$ cat config.mk
export PLATFORM = sky130hd
export DESIGN_NAME = fcfs_schedule_metrics
export DESIGN_NICKNAME = d
export VERILOG_FILES = /design/src/sv/fcfs_pkg.sv /design/src/sv/fcfs_schedule_metrics.sv /design/src/sv/fcfs_ram.sv /design/src/sv/fcfs_emit.sv
export VERILOG_INCLUDE_DIRS = /design/src /design/src/sv
export SDC_FILE = /design/constraint.sdc
export NUM_CORES = 1
export LEC_CHECK = 0
export BUFFER_PORTS_ARGS = -buffer_cell sky130_fd_sc_hd__clkbuf_2
export CAP_MARGIN = 20
export CELL_PAD_IN_SITES_DETAIL_PLACEMENT = 1
export CELL_PAD_IN_SITES_GLOBAL_PLACEMENT = 1
export CORE_UTILIZATION = 50
export DETAILED_ROUTE_END_ITERATION = 7
export HOLD_SLACK_MARGIN = 0.15
export PLACE_DENSITY_LB_ADDON = 0.25
export SLEW_MARGIN = 20
export SYNTH_ARGS = -nofsm -noshare
export SYNTH_HDL_FRONTEND = slang
export SYNTH_SLANG_ARGS = --single-unit
$ cat constraint.sdc
create_clock -name clk -period 16.19 [get_ports clk]
set_input_delay 0.8095 -clock clk [delete_from_list [all_inputs] [get_ports clk]]
set_output_delay 0.8095 -clock clk [all_outputs]
set_load 0.01 [all_outputs]
$ cat src/sv/assert_macros.svh
// ----------------------------------------------------------------------------
// assert_macros.svh
// shared concurrent assertion macros, clocked and disabled in reset
// ----------------------------------------------------------------------------
`ifndef ASSERT_MACROS_SVH
`define ASSERT_MACROS_SVH

// same-cycle implication
`define ASSERT_IMPLIES(label, clk, rst_n, ante, cons, msg) \
  label: assert property (@(posedge clk) disable iff (!rst_n) (ante) |-> (cons)) \
    else $error(msg);

// next-cycle implication
`define ASSERT_NEXT(label, clk, rst_n, ante, cons, msg) \
  label: assert property (@(posedge clk) disable iff (!rst_n) (ante) |=> (cons)) \
    else $error(msg);

`endif

$ cat src/sv/fcfs_pkg.sv
// ----------------------------------------------------------------------------
// fcfs_pkg
// shared widths, record layout, sequencer states and control bundle
// ----------------------------------------------------------------------------
package fcfs_pkg;

  localparam int TIME_W        = 16;
  localparam int ID_W          = 5;
  localparam int FIN_W         = 21;
  localparam int TAT_W         = 20;
  localparam int MAX_PROCS_DEF = 16;

  // one process record as held in the record memory
  typedef struct packed {
    logic [ID_W-1:0]   id;
    logic [TIME_W-1:0] burst;
    logic [TIME_W-1:0] arrive;
  } rec_t;

  typedef enum logic [3:0] {
    ST_LOAD,
    ST_RD_I,
    ST_LD_I,
    ST_CMP,
    ST_WB_I,
    ST_ERD,
    ST_EBASE,
    ST_EFIN,
    ST_EOUT
  } state_t;

  // sequencer to emit unit
  typedef struct packed {
    logic clear_clk;
    logic calc_base;
    logic load_out;
    logic last;
    logic dropped;
  } emit_ctl_t;

endpackage

$ cat src/sv/fcfs_schedule_metrics.sv
// ----------------------------------------------------------------------------
// fcfs_schedule_metrics: first-come-first-served schedule over a loaded list
// load: one record beat per cycle while in the load state; sort and result pace
// are set by the single read port of the record memory, and each result also
// waits out any output stall; reset clears count, overflow flag, schedule clock
// and control; memory contents are left as is
// ----------------------------------------------------------------------------
`include "assert_macros.svh"

module fcfs_schedule_metrics import fcfs_pkg::*; #(
  parameter int MAX_PROCS = MAX_PROCS_DEF
) (
  input  logic              clk,
  input  logic              rst_n,
  // record beats
  input  logic              in_valid,
  output logic              in_ready,
  input  logic [TIME_W-1:0] in_arrive_time,
  input  logic [TIME_W-1:0] in_burst_time,
  input  logic              in_final_record,
  // result beats
  output logic              out_valid,
  input  logic              out_ready,
  output logic [ID_W-1:0]   out_proc_id,
  output logic [TIME_W-1:0] out_arrive_out,
  output logic [TIME_W-1:0] out_burst_out,
  output logic [FIN_W-1:0]  out_finish_time,
  output logic [TAT_W-1:0]  out_turnaround_time,
  output logic [TAT_W-1:0]  out_wait_time,
  output logic              out_end_of_list,
  output logic              out_dropped
);

  localparam int AW = $clog2(MAX_PROCS);      // record memory address
  localparam int CW = $clog2(MAX_PROCS + 1);  // count, holds MAX_PROCS itself

  // sequencer state and indexes
  state_t        state_r, state_nxt;
  logic [CW-1:0] count_r, count_nxt;
  logic          ovf_r, ovf_nxt;
  logic [AW-1:0] i_r, i_nxt;   // sort outer position
  logic [AW-1:0] j_r, j_nxt;   // sort inner position
  logic [AW-1:0] k_r, k_nxt;   // emit position
  rec_t          cur_r, cur_nxt; // live copy of record at position i

  // memory port
  logic          ram_we;
  logic [AW-1:0] ram_waddr;
  rec_t          ram_wdata;
  logic [AW-1:0] ram_raddr;
  rec_t          ram_rdata;

  emit_ctl_t     ectl;

  logic          in_acc;
  logic          out_acc;
  logic          full;
  logic [CW-1:0] cnt_after;
  logic          multi;
  logic          swap;
  logic          j_last;
  logic          i_last;
  logic          k_last;
  logic [31:0]   id_full;
  rec_t          in_rec;

  assign in_acc  = in_valid && in_ready;
  assign out_acc = out_valid && out_ready;

  // store full: further records are dropped and flagged
  assign full      = count_r >= CW'(MAX_PROCS);
  assign cnt_after = full ? count_r : count_r + CW'(1);
  assign multi     = cnt_after > CW'(1);

  // exchange compare: position i holds the larger arrival -> swap with j
  assign swap   = cur_r.arrive > ram_rdata.arrive;
  assign j_last = (CW'(j_r) + CW'(1)) >= count_r;
  assign i_last = (CW'(i_r) + CW'(2)) >= count_r;
  assign k_last = (CW'(k_r) + CW'(1)) == count_r;

  // one-based id in load order, kept to the id field width
  assign id_full = 32'(count_r) + 32'd1;
  assign in_rec  = '{id: id_full[ID_W-1:0], burst: in_burst_time, arrive: in_arrive_time};

  fcfs_ram #(
    .WIDTH ($bits(rec_t)),
    .DEPTH (MAX_PROCS)
  ) u_ram (
    .clk   (clk),
    .we    (ram_we),
    .waddr (ram_waddr),
    .wdata (ram_wdata),
    .raddr (ram_raddr),
    .rdata (ram_rdata)
  );

  fcfs_emit u_emit (
    .clk                 (clk),
    .rst_n               (rst_n),
    .ctl                 (ectl),
    .rd_rec              (ram_rdata),
    .out_ready           (out_ready),
    .out_valid           (out_valid),
    .out_proc_id         (out_proc_id),
    .out_arrive_out      (out_arrive_out),
    .out_burst_out       (out_burst_out),
    .out_finish_time     (out_finish_time),
    .out_turnaround_time (out_turnaround_time),
    .out_wait_time       (out_wait_time),
    .out_end_of_list     (out_end_of_list),
    .out_dropped         (out_dropped)
  );

  // next state
  always_comb begin
    state_nxt = state_r;
    case (state_r)
      ST_LOAD: begin
        // a single record needs no sort
        if (in_acc && in_final_record) begin
          state_nxt = multi ? ST_RD_I : ST_ERD;
        end
      end
      ST_RD_I:  state_nxt = ST_LD_I;
      ST_LD_I:  state_nxt = ST_CMP;
      ST_CMP: begin
        if (j_last) begin
          state_nxt = ST_WB_I;
        end
      end
      ST_WB_I:  state_nxt = i_last ? ST_ERD : ST_RD_I;
      ST_ERD:   state_nxt = ST_EBASE;
      ST_EBASE: state_nxt = ST_EFIN;
      ST_EFIN:  state_nxt = ST_EOUT;
      ST_EOUT: begin
        if (out_acc) begin
          state_nxt = out_end_of_list ? ST_LOAD : ST_ERD;
        end
      end
      default:  state_nxt = ST_LOAD;
    endcase
  end

  // outputs: handshake, memory port, emit control
  always_comb begin
    in_ready       = 1'b0;
    ram_we         = 1'b0;
    ram_waddr      = i_r;
    ram_wdata      = cur_r;
    ram_raddr      = i_r;
    ectl           = '0;
    ectl.last      = k_last;
    ectl.dropped   = ovf_r;
    case (state_r)
      ST_LOAD: begin
        in_ready       = 1'b1;
        ram_we         = in_acc && !full;
        ram_waddr      = count_r[AW-1:0];
        ram_wdata      = in_rec;
        ectl.clear_clk = in_acc && in_final_record;
      end
      ST_RD_I: begin
        ram_raddr = i_r;
      end
      ST_LD_I: begin
        ram_raddr = i_r + AW'(1);
      end
      ST_CMP: begin
        // write back the displaced record at j, fetch j+1 meanwhile
        ram_we    = swap;
        ram_waddr = j_r;
        ram_wdata = cur_r;
        ram_raddr = j_r + AW'(1);
      end
      ST_WB_I: begin
        ram_we    = 1'b1;
        ram_waddr = i_r;
        ram_wdata = cur_r;
      end
      ST_ERD: begin
        ram_raddr = k_r;
      end
      ST_EBASE: begin
        ectl.calc_base = 1'b1;
      end
      ST_EFIN: begin
        ectl.load_out = 1'b1;
      end
      ST_EOUT: begin
        in_ready = 1'b0;
      end
      default: begin
        in_ready = 1'b0;
      end
    endcase
  end

  // datapath next values
  always_comb begin
    count_nxt = count_r;
    ovf_nxt   = ovf_r;
    i_nxt     = i_r;
    j_nxt     = j_r;
    k_nxt     = k_r;
    cur_nxt   = cur_r;
    case (state_r)
      ST_LOAD: begin
        if (in_acc) begin
          if (full) begin
            ovf_nxt = 1'b1;
          end else begin
            count_nxt = count_r + CW'(1);
          end
          if (in_final_record) begin
            i_nxt = '0;
            k_nxt = '0;
          end
        end
      end
      ST_LD_I: begin
        cur_nxt = ram_rdata;
        j_nxt   = i_r + AW'(1);
      end
      ST_CMP: begin
        if (swap) begin
          cur_nxt = ram_rdata;
        end
        j_nxt = j_r + AW'(1);
      end
      ST_WB_I: begin
        i_nxt = i_r + AW'(1);
      end
      ST_EOUT: begin
        if (out_acc) begin
          if (out_end_of_list) begin
            count_nxt = '0;
            ovf_nxt   = 1'b0;
          end else begin
            k_nxt = k_r + AW'(1);
          end
        end
      end
      default: begin
        cur_nxt = cur_r;
      end
    endcase
  end

  always_ff @(posedge clk) begin
    if (!rst_n) begin
      state_r <= ST_LOAD;
      count_r <= '0;
      ovf_r   <= 1'b0;
      i_r     <= '0;
      j_r     <= '0;
      k_r     <= '0;
    end else begin
      state_r <= state_nxt;
      count_r <= count_nxt;
      ovf_r   <= ovf_nxt;
      i_r     <= i_nxt;
      j_r     <= j_nxt;
      k_r     <= k_nxt;
    end
  end

  // record copy is payload
  always_ff @(posedge clk) begin
    cur_r <= cur_nxt;
  end

  // loading and emitting never overlap
  `ASSERT_IMPLIES(a_load_emit_excl, clk, rst_n, in_ready, !out_valid, "load while result pending")
  // inner sort index stays inside the loaded list
  `ASSERT_IMPLIES(a_sort_in_range, clk, rst_n, state_r == ST_CMP, CW'(j_r) < count_r,
                  "sort index past list")
  // final result beat returns the block to an empty list
  `ASSERT_NEXT(a_list_cleared, clk, rst_n, out_valid && out_ready && out_end_of_list,
               count_r == '0 && in_ready && !ovf_r, "list not cleared after last beat")
  // a drop flag only comes with a full store
  `ASSERT_IMPLIES(a_drop_full, clk, rst_n, out_valid && out_dropped, full,
                  "drop flagged with room left")

endmodule

$ cat src/sv/fcfs_ram.sv
// ----------------------------------------------------------------------------
// fcfs_ram
// generic single-write, single-read memory with registered read data
// ----------------------------------------------------------------------------
module fcfs_ram #(
  parameter int WIDTH = 8,
  parameter int DEPTH = 16
) (
  input  logic                     clk,
  input  logic                     we,
  input  logic [$clog2(DEPTH)-1:0] waddr,
  input  logic [WIDTH-1:0]         wdata,
  input  logic [$clog2(DEPTH)-1:0] raddr,
  output logic [WIDTH-1:0]         rdata
);

  logic [WIDTH-1:0] mem [DEPTH];
  logic [WIDTH-1:0] rdata_r;

  always_ff @(posedge clk) begin
    if (we) begin
      mem[waddr] <= wdata;
    end
    rdata_r <= mem[raddr];
  end

  assign rdata = rdata_r;

endmodule

$ cat src/sv/fcfs_emit.sv
// ----------------------------------------------------------------------------
// fcfs_emit
// schedule clock, per-process metrics and the result beat register
// ----------------------------------------------------------------------------
module fcfs_emit import fcfs_pkg::*; (
  input  logic              clk,
  input  logic              rst_n,
  input  emit_ctl_t         ctl,
  input  rec_t              rd_rec,
  input  logic              out_ready,
  output logic              out_valid,
  output logic [ID_W-1:0]   out_proc_id,
  output logic [TIME_W-1:0] out_arrive_out,
  output logic [TIME_W-1:0] out_burst_out,
  output logic [FIN_W-1:0]  out_finish_time,
  output logic [TAT_W-1:0]  out_turnaround_time,
  output logic [TAT_W-1:0]  out_wait_time,
  output logic              out_end_of_list,
  output logic              out_dropped
);

  rec_t              rec_r;
  logic [FIN_W-1:0]  base_r;
  logic [FIN_W-1:0]  base_nxt;
  logic [FIN_W-1:0]  sclk_r;
  logic [FIN_W-1:0]  fin_nxt;
  logic [TAT_W-1:0]  tat_nxt;
  logic [TAT_W-1:0]  wait_nxt;
  logic              valid_r;

  logic [ID_W-1:0]   id_r;
  logic [TIME_W-1:0] arr_r;
  logic [TIME_W-1:0] bur_r;
  logic [FIN_W-1:0]  fin_r;
  logic [TAT_W-1:0]  tat_r;
  logic [TAT_W-1:0]  wait_r;
  logic              last_r;
  logic              drop_r;

  // idle cpu jumps to the arrival
  assign base_nxt = (sclk_r < FIN_W'(rd_rec.arrive)) ? FIN_W'(rd_rec.arrive) : sclk_r;

  // wait = start - arrival, turnaround = wait + burst
  assign fin_nxt  = base_r + FIN_W'(rec_r.burst);
  assign wait_nxt = base_r[TAT_W-1:0] - TAT_W'(rec_r.arrive);
  assign tat_nxt  = base_r[TAT_W-1:0] + TAT_W'(rec_r.burst) - TAT_W'(rec_r.arrive);

  always_ff @(posedge clk) begin
    if (!rst_n) begin
      sclk_r  <= '0;
      valid_r <= 1'b0;
    end else begin
      if (ctl.clear_clk) begin
        sclk_r <= '0;
      end else if (ctl.load_out) begin
        sclk_r <= fin_nxt;
      end
      if (ctl.load_out) begin
        valid_r <= 1'b1;
      end else if (out_ready) begin
        valid_r <= 1'b0;
      end
    end
  end

  always_ff @(posedge clk) begin
    if (ctl.calc_base) begin
      rec_r  <= rd_rec;
      base_r <= base_nxt;
    end
    if (ctl.load_out) begin
      id_r   <= rec_r.id;
      arr_r  <= rec_r.arrive;
      bur_r  <= rec_r.burst;
      fin_r  <= fin_nxt;
      tat_r  <= tat_nxt;
      wait_r <= wait_nxt;
      last_r <= ctl.last;
      drop_r <= ctl.dropped;
    end
  end

  assign out_valid           = valid_r;
  assign out_proc_id         = id_r;
  assign out_arrive_out      = arr_r;
  assign out_burst_out       = bur_r;
  assign out_finish_time     = fin_r;
  assign out_turnaround_time = tat_r;
  assign out_wait_time       = wait_r;
  assign out_end_of_list     = last_r;
  assign out_dropped         = drop_r;

endmodule

# [Word-level counts from Yosys, hierarchy flattened]
# Memories as Yosys holds them, arrays and structs flattened. A register that Yosys moved wholly into a read port is not among the register bits.
# Cells that the tools add are included.
[word_totals] n_memories=1 reg_bits=239 word_cells=118 input_bits=37 ramBits=592
[mem_list] name="u_ram.mem" depth=16 word_bits=37 read_ports=1 rd_clocked_by_memory_dff=1 wr=1 line="fcfs_ram.sv:17" text="logic [WIDTH-1:0] mem [DEPTH];"
[op_classes] n_bitwise=1 eq_ne=18 n_addsub=12 reduce_logical=17 magnitude_cmp=6 muxes=39
[op_table] op="$mux W37" n=2
[op_table] op="$pmux W37 S2" n=1
[op_table] op="$sub A20 B16 Y20" n=2
[op_table] op="$pmux W4 S9" n=1
[op_table] op="$pmux W4 S2" n=4
[op_table] op="$mux W4" n=7
[op_table] op="$add A21 B16 Y21" n=1
[op_table] op="$lt A21 B16 Y1" n=1
[op_table] op="$add A20 B16 Y20" n=1
[op_table] op="$mux W5" n=4
[op_table] op="$eq A4 B3 Y1 const B" n=4
[op_table] op="$gt A16 B16 Y1" n=1
[op_table] op="$mux W16" n=1
[op_table] op="$ne A2 B2 Y1 const B" n=8
[op_table] op="$add A4 B1 Y4 const B" n=3
[op_table] op="$mux W1" n=12
[op_table] op="$pmux W4 S3" n=1
[op_table] op="$add A4 B1 Y5 const B" n=2
[op_table] op="$add A5 B1 Y5 const B" n=2
[op_table] op="$ge A5 B5 Y1" n=2
[op_table] op="$pmux W5 S2" n=1
[op_table] op="$reduce_and A5 Y1" n=2
[op_table] op="$mux W3" n=3
[op_table] op="$eq A4 B2 Y1 const B" n=2
[op_table] op="other kinds (18)" n=25

# [Longest topological paths before layout]
[logic_depth] depth_word=7 ltp_mapped=12 ltp_nobuf=12

# [Modules after synthesis]
# A second synthesis with hierarchy kept.
[hier_totals] cells_unflattened=2121 hier_area_um2=35974.5
[by_module_without_submodules] mod="fcfs_ram" cells_each=963 seq_area_each_um2=18517.8 area_per_inst_um2=22942.0 instances=1
[by_module_without_submodules] mod="fcfs_emit" cells_each=727 seq_area_each_um2=5185.0 area_per_inst_um2=9232.6 instances=1
[by_module_without_submodules] mod="fcfs_schedule_metrics" cells_each=431 seq_area_each_um2=1551.5 area_per_inst_um2=3799.9 instances=1

# [Least setup slack after synthesis]
# Ideal clock, no wire load.
[synth_path] path_kind="register to register" from="register state_r[0]" to="memory u_ram.mem[3][0] (netlist name), enable pin" required_ps=15666 path_stages_with_launch=10 setup_ps=524 path_buffers=2 setup_slack_ps=10340 t_arrival_ps=5327 cell_sequence="dfxtp_1 or4_1 buf_2 inv_1 buf_2 nor2_1 nand2_1 nand2_1 or2_2 nor4_1"
[synth_via] elab_chain_len=7
[synth_rtl] element="start, declared" line="fcfs_schedule_metrics.sv:38" text="state_t state_r, state_nxt;"
[synth_rtl] element="start signal, assigned" line="fcfs_schedule_metrics.sv:258" text="state_r <= state_nxt;"
[synth_rtl] element="$logic_not A4 Y1" line="fcfs_schedule_metrics.sv:154" text="case (state_r)"
[synth_rtl] element="$mux W1" line="fcfs_schedule_metrics.sv:154"
[synth_rtl] element="$logic_and A1 B1 Y1" line="fcfs_schedule_metrics.sv:67" text="assign in_acc = in_valid && in_ready;"
[synth_rtl] element="$logic_and A1 B1 Y1" line="fcfs_schedule_metrics.sv:157" text="ram_we = in_acc && !full;"
[synth_rtl] element="$pmux W1 S3" line="fcfs_schedule_metrics.sv:154"
[synth_rtl] element="$mux W1" line="fcfs_ram.sv:21" text="if (we) begin"
[synth_rtl] element="$mux W1 (implied by the code)" line="fcfs_ram.sv:22" text="mem[waddr] <= wdata;"
[synth_rtl] element="end, declared" line="fcfs_ram.sv:17"
# Parallel ways exist; a longest one is shown, timed or not.

# [Final worst setup path]
[layout_path] from="register state_r[0]" to="register u_ram.rdata_r[17] (netlist: u_ram.rdata[17]), read port of u_ram.mem"
[layout_via] elab_chain_len=2
[layout_rtl] element="$eq A4 B3 Y1 / $eq A4 B2 Y1 (equally long branches)" line="fcfs_schedule_metrics.sv:154"
[layout_rtl] element="$pmux W4 S3 *" line="fcfs_schedule_metrics.sv:154"
[layout_rtl] element="end, declared" line="fcfs_ram.sv:18" text="logic [WIDTH-1:0] rdata_r;"
# Every way passes the cells marked *; elsewhere a longest branch is shown, timed or not.
# A chain may end at the register's enable or synchronous reset.

==> impl_metrics.ini <==
[setup_path]
crit_required_ps = 16740
reg2reg_to = u_ram.rdata[17]
r2r_slack_ps = 11660
cp_max_fo = 105
crit_path_start_kind = flip-flop
crit_path_start = state_r[0]
cp.arrival_ps = 5080
rr_worst_depth = 10
critPathKind = flip-flop to flip-flop
critPathCaptureType = flip-flop
endpoint = u_ram.rdata[17]
r2r_start = state_r[0]

[timing]
fmax_mhz = 220.7
slew_headroom_pct = 26.01
post-route-period-util_pct = 27.99
min_period_ps = 4531
fin_skew_ps = 25.18
finalHoldViolCount = 0
timing.hold.ws_ps = 419.0
setup_viol = 0
tns_ps = 0
finalMaxSlewViolations = 0
worstMarginPinSlew_ps = 1110
rsz0062_at_grt = no

[route]
drtPass1Iterations = 8
drc = 2
routedWlPerCell_um = 25.25
first_iter_violations = 2159
ant_nets = 0
totalWireLength_um = 104700
vias = 24959
avgViaCountPerCell = 6.020

[synth]
post-synth-top-area-cell = edfxtp_1
synth.distinct_cells = 73
ys_ff_latch = 868
netlist_instances = 2985
syn_nets = 3145
synth_common_cells = edfxtp_1 (787), nand2_1 (695), inv_1 (125), ha_1 (105), nand3_1 (101)
syn_avg_cell_area_um2 = 12.58
ys.flop_type = edfxtp_1
synthArstFlopShare_pct = 0
yosysTopAreaCellShare_pct = 62.94
seq_area_frac_synth_pct = 67.26
ys_top_cells_by_area = edfxtp_1 (63%), nand2_1 (6.9%), dfxtp_1 (4.3%), ha_1 (3.5%), and3_1 (1.4%)
ys.warnings.count = 0
synth_enable_flop_cells = 787
synth_area_mm2 = 0.03755
synth_most_common_cell = edfxtp_1

[clock_tree]
cts_hold_buf = 0
h-tree-depth = 3
cts_tree = done
root_buffer = clkbuf_16
clk_latency_ps = 650
clk_path_buf_depth = 3
cts.sinks = 868
cts-resized-gates = 0
cts_inserted_buffers = 92
cts_setup_buffers = 0
clk_pin_slew_ps = 60

[placement]
gp_congestion = 0.8675
portBuffers = 138
dp_hpwl_um = 63160
dp_cells = 3973

[floorplanning]
dieHeight_um = 276.0
core_area_mm2 = 0.07432
die-area_mm2 = 0.07619
initial_core_util_pct = 50.52
ios = 139
num_rows = 100
die-width_um = 276.0

[layout]
multi_input_area_mm2 = 0.01110
fill_cells = 7493
area_growth_pct = 11.85
postLayoutCoreUtil_pct = 56.51
nets = 3258
regArea_mm2 = 0.02525
finalNonFillerCells = 4146
layout-drive-gt1-share_pct = 12.91

[pwr]
share_seq_of_total_power_pct = 49.1
p_sw_w = 0.001954
p_sw_share_pct = 30.59
p_leak_nw = 15.41
p_int_w = 0.004432
ir_drop_mv = 0.09855
clkPwrFrac_pct = 31.6
power_density_mw_per_mm2 = 152.1
total_power_w = 0.006386
power_frac_comb_pct = 19.3

[status]
violations = DRC
status = complete, but fails checks

[global_routing]
grt_pass1_wl_um = 159400
antenna_found_initial = 4
grt.overflow.total = 0
grt_max_degree = 202
grt_use_total_pct = 27.45
grt_pass1_vias = 26163

[job]
maxCapViolCount = 0

[worst_hold_path]
hold_path_class = flip-flop to flip-flop
==> power groups by stage <==
stage	clock (W)	combinational (W)	sequential (W)
after floorplan	0	0.000769	0.00308
after global placement	0	0.00115	0.00316
after detailed placement	0	0.00123	0.00318
after CTS	0.00205	0.00124	0.00313
after global routing	0.00213	0.00135	0.00315
final	0.00202	0.00123	0.00314
==> layout by cell type, fill, tap and decap left out, types with 18 or more instances in the layout <==
| cell | netlist | layout |
|---|---|---|
| edfxtp_1 | 787 | 787 |
| nand2_1 | 695 | 695 |
| clkbuf_2 | 2 | 138 |
| inv_1 | 125 | 123 |
| ha_1 | 105 | 105 |
| nand3_1 | 101 | 101 |
| clkbuf_16 | 0 | 93 |
| o21ai_0 | 87 | 86 |
| and3_1 | 85 | 85 |
| dfxtp_1 | 81 | 81 |
| a31oi_1 | 80 | 80 |
| a21oi_1 | 79 | 79 |
| nor2_1 | 48 | 48 |
| a211oi_1 | 48 | 48 |
| buf_4 | 12 | 47 |
| a22oi_1 | 45 | 45 |
| xnor2_1 | 40 | 40 |
| o221ai_1 | 38 | 38 |
| a21o_1 | 37 | 37 |
| a211oi_2 | 37 | 37 |
| o21ai_1 | 29 | 30 |
| clkinv_1 | 0 | 26 |
| nor2b_1 | 21 | 20 |
| xor2_1 | 20 | 20 |
| nor3_1 | 33 | 20 |
| clkbuf_1 | 89 | 19 |
| o21a_1 | 18 | 18 |
| mux2_2 | 18 | 18 |
| fa_1 | 18 | 18 |
==> how the worst min path moves through the flow <==
stage,from,end,cells after the start
after CTS,u_emit.rec_r[36],u_emit.out_proc_id[4],0
after floorplan,u_emit.rec_r[32],u_emit.out_proc_id[0],0
after global routing,u_emit.rec_r[33],u_emit.out_proc_id[1],0
final,u_emit.rec_r[36],u_emit.out_proc_id[4],0
after detailed placement,u_emit.rec_r[36],u_emit.out_proc_id[4],0
after global placement,u_emit.rec_r[34],u_emit.out_proc_id[2],0
==> flip-flops by register name (all words and copies together) (netlist names), 20 cells and up <==
signal	cells
u_emit.out_finish_time	21
u_emit.out_turnaround_time	20
u_emit.sclk_r	21
u_ram.mem	592
u_emit.rec_r	37
u_emit.out_wait_time	20
u_ram.rdata	37
cur_r	37
u_emit.base_r	21
==> cells by family (layout without fill, tap and decap cells) <==
| kind of cell | Yosys count | in the layout | share of synthesized area [%] |
|---|---|---|---|
| AO/OA/AOI/OAI | 554 | 554 | 10.24 |
| XOR/XNOR | 60 | 60 | 1.400 |
| adder cells (fa/ha/maj) | 123 | 123 | 4.459 |
| buffers and inverters | 294 | 485 | 3.502 |
| flip-flops | 868 | 868 | 67.26 |
| multiplexers | 22 | 22 | 0.6465 |
| other | 0 | 1 | 0 |
| AND/OR/NAND/NOR | 1064 | 1064 | 12.49 |
==> per-stage QoR <==
stage,instance area (µm²),worst slack [ps]
after floorplan,37550,10340
after global placement,39120,11640
after detailed placement,39130,11760
after CTS,41990,11650
after global routing,41990,11440
final,42000,11660
==> routing by layer <==
metal / part of all wire, % / vias to the layer above / global-route usage, %
met4: 2.8 / 2 / 9.239
li1: - / 11153 / -
met3: 5.3 / 175 / 3.591
met1: 42 / 12873 / 35.75
met5: 0.011 / - / 0
met2: 50 / 756 / 47.47
==> critical path: stages, from the launching register on <==
cell	delay [ps]
dfxtp_1	830
mux2_2	430
a22oi_2	150
buf_4	180
and2_4	510
buf_6	760
buf_4	770
nand2_1	160
nand3_1	140
o21ai_0	150
o221ai_1	260
==> area by class of cell <==
cell class	instances	area share, %
Clock buffer	117	5.875
Clock inverter	55	0.9445
Inverter	125	1.123
Multi-Input combinational cell	1823	26.44
Timing Repair Buffer	188	2.586
Antenna cell	1	0.005959
Tap cell	969	2.887
Sequential cell	868	60.14
(Power assumes the default switching activity.)
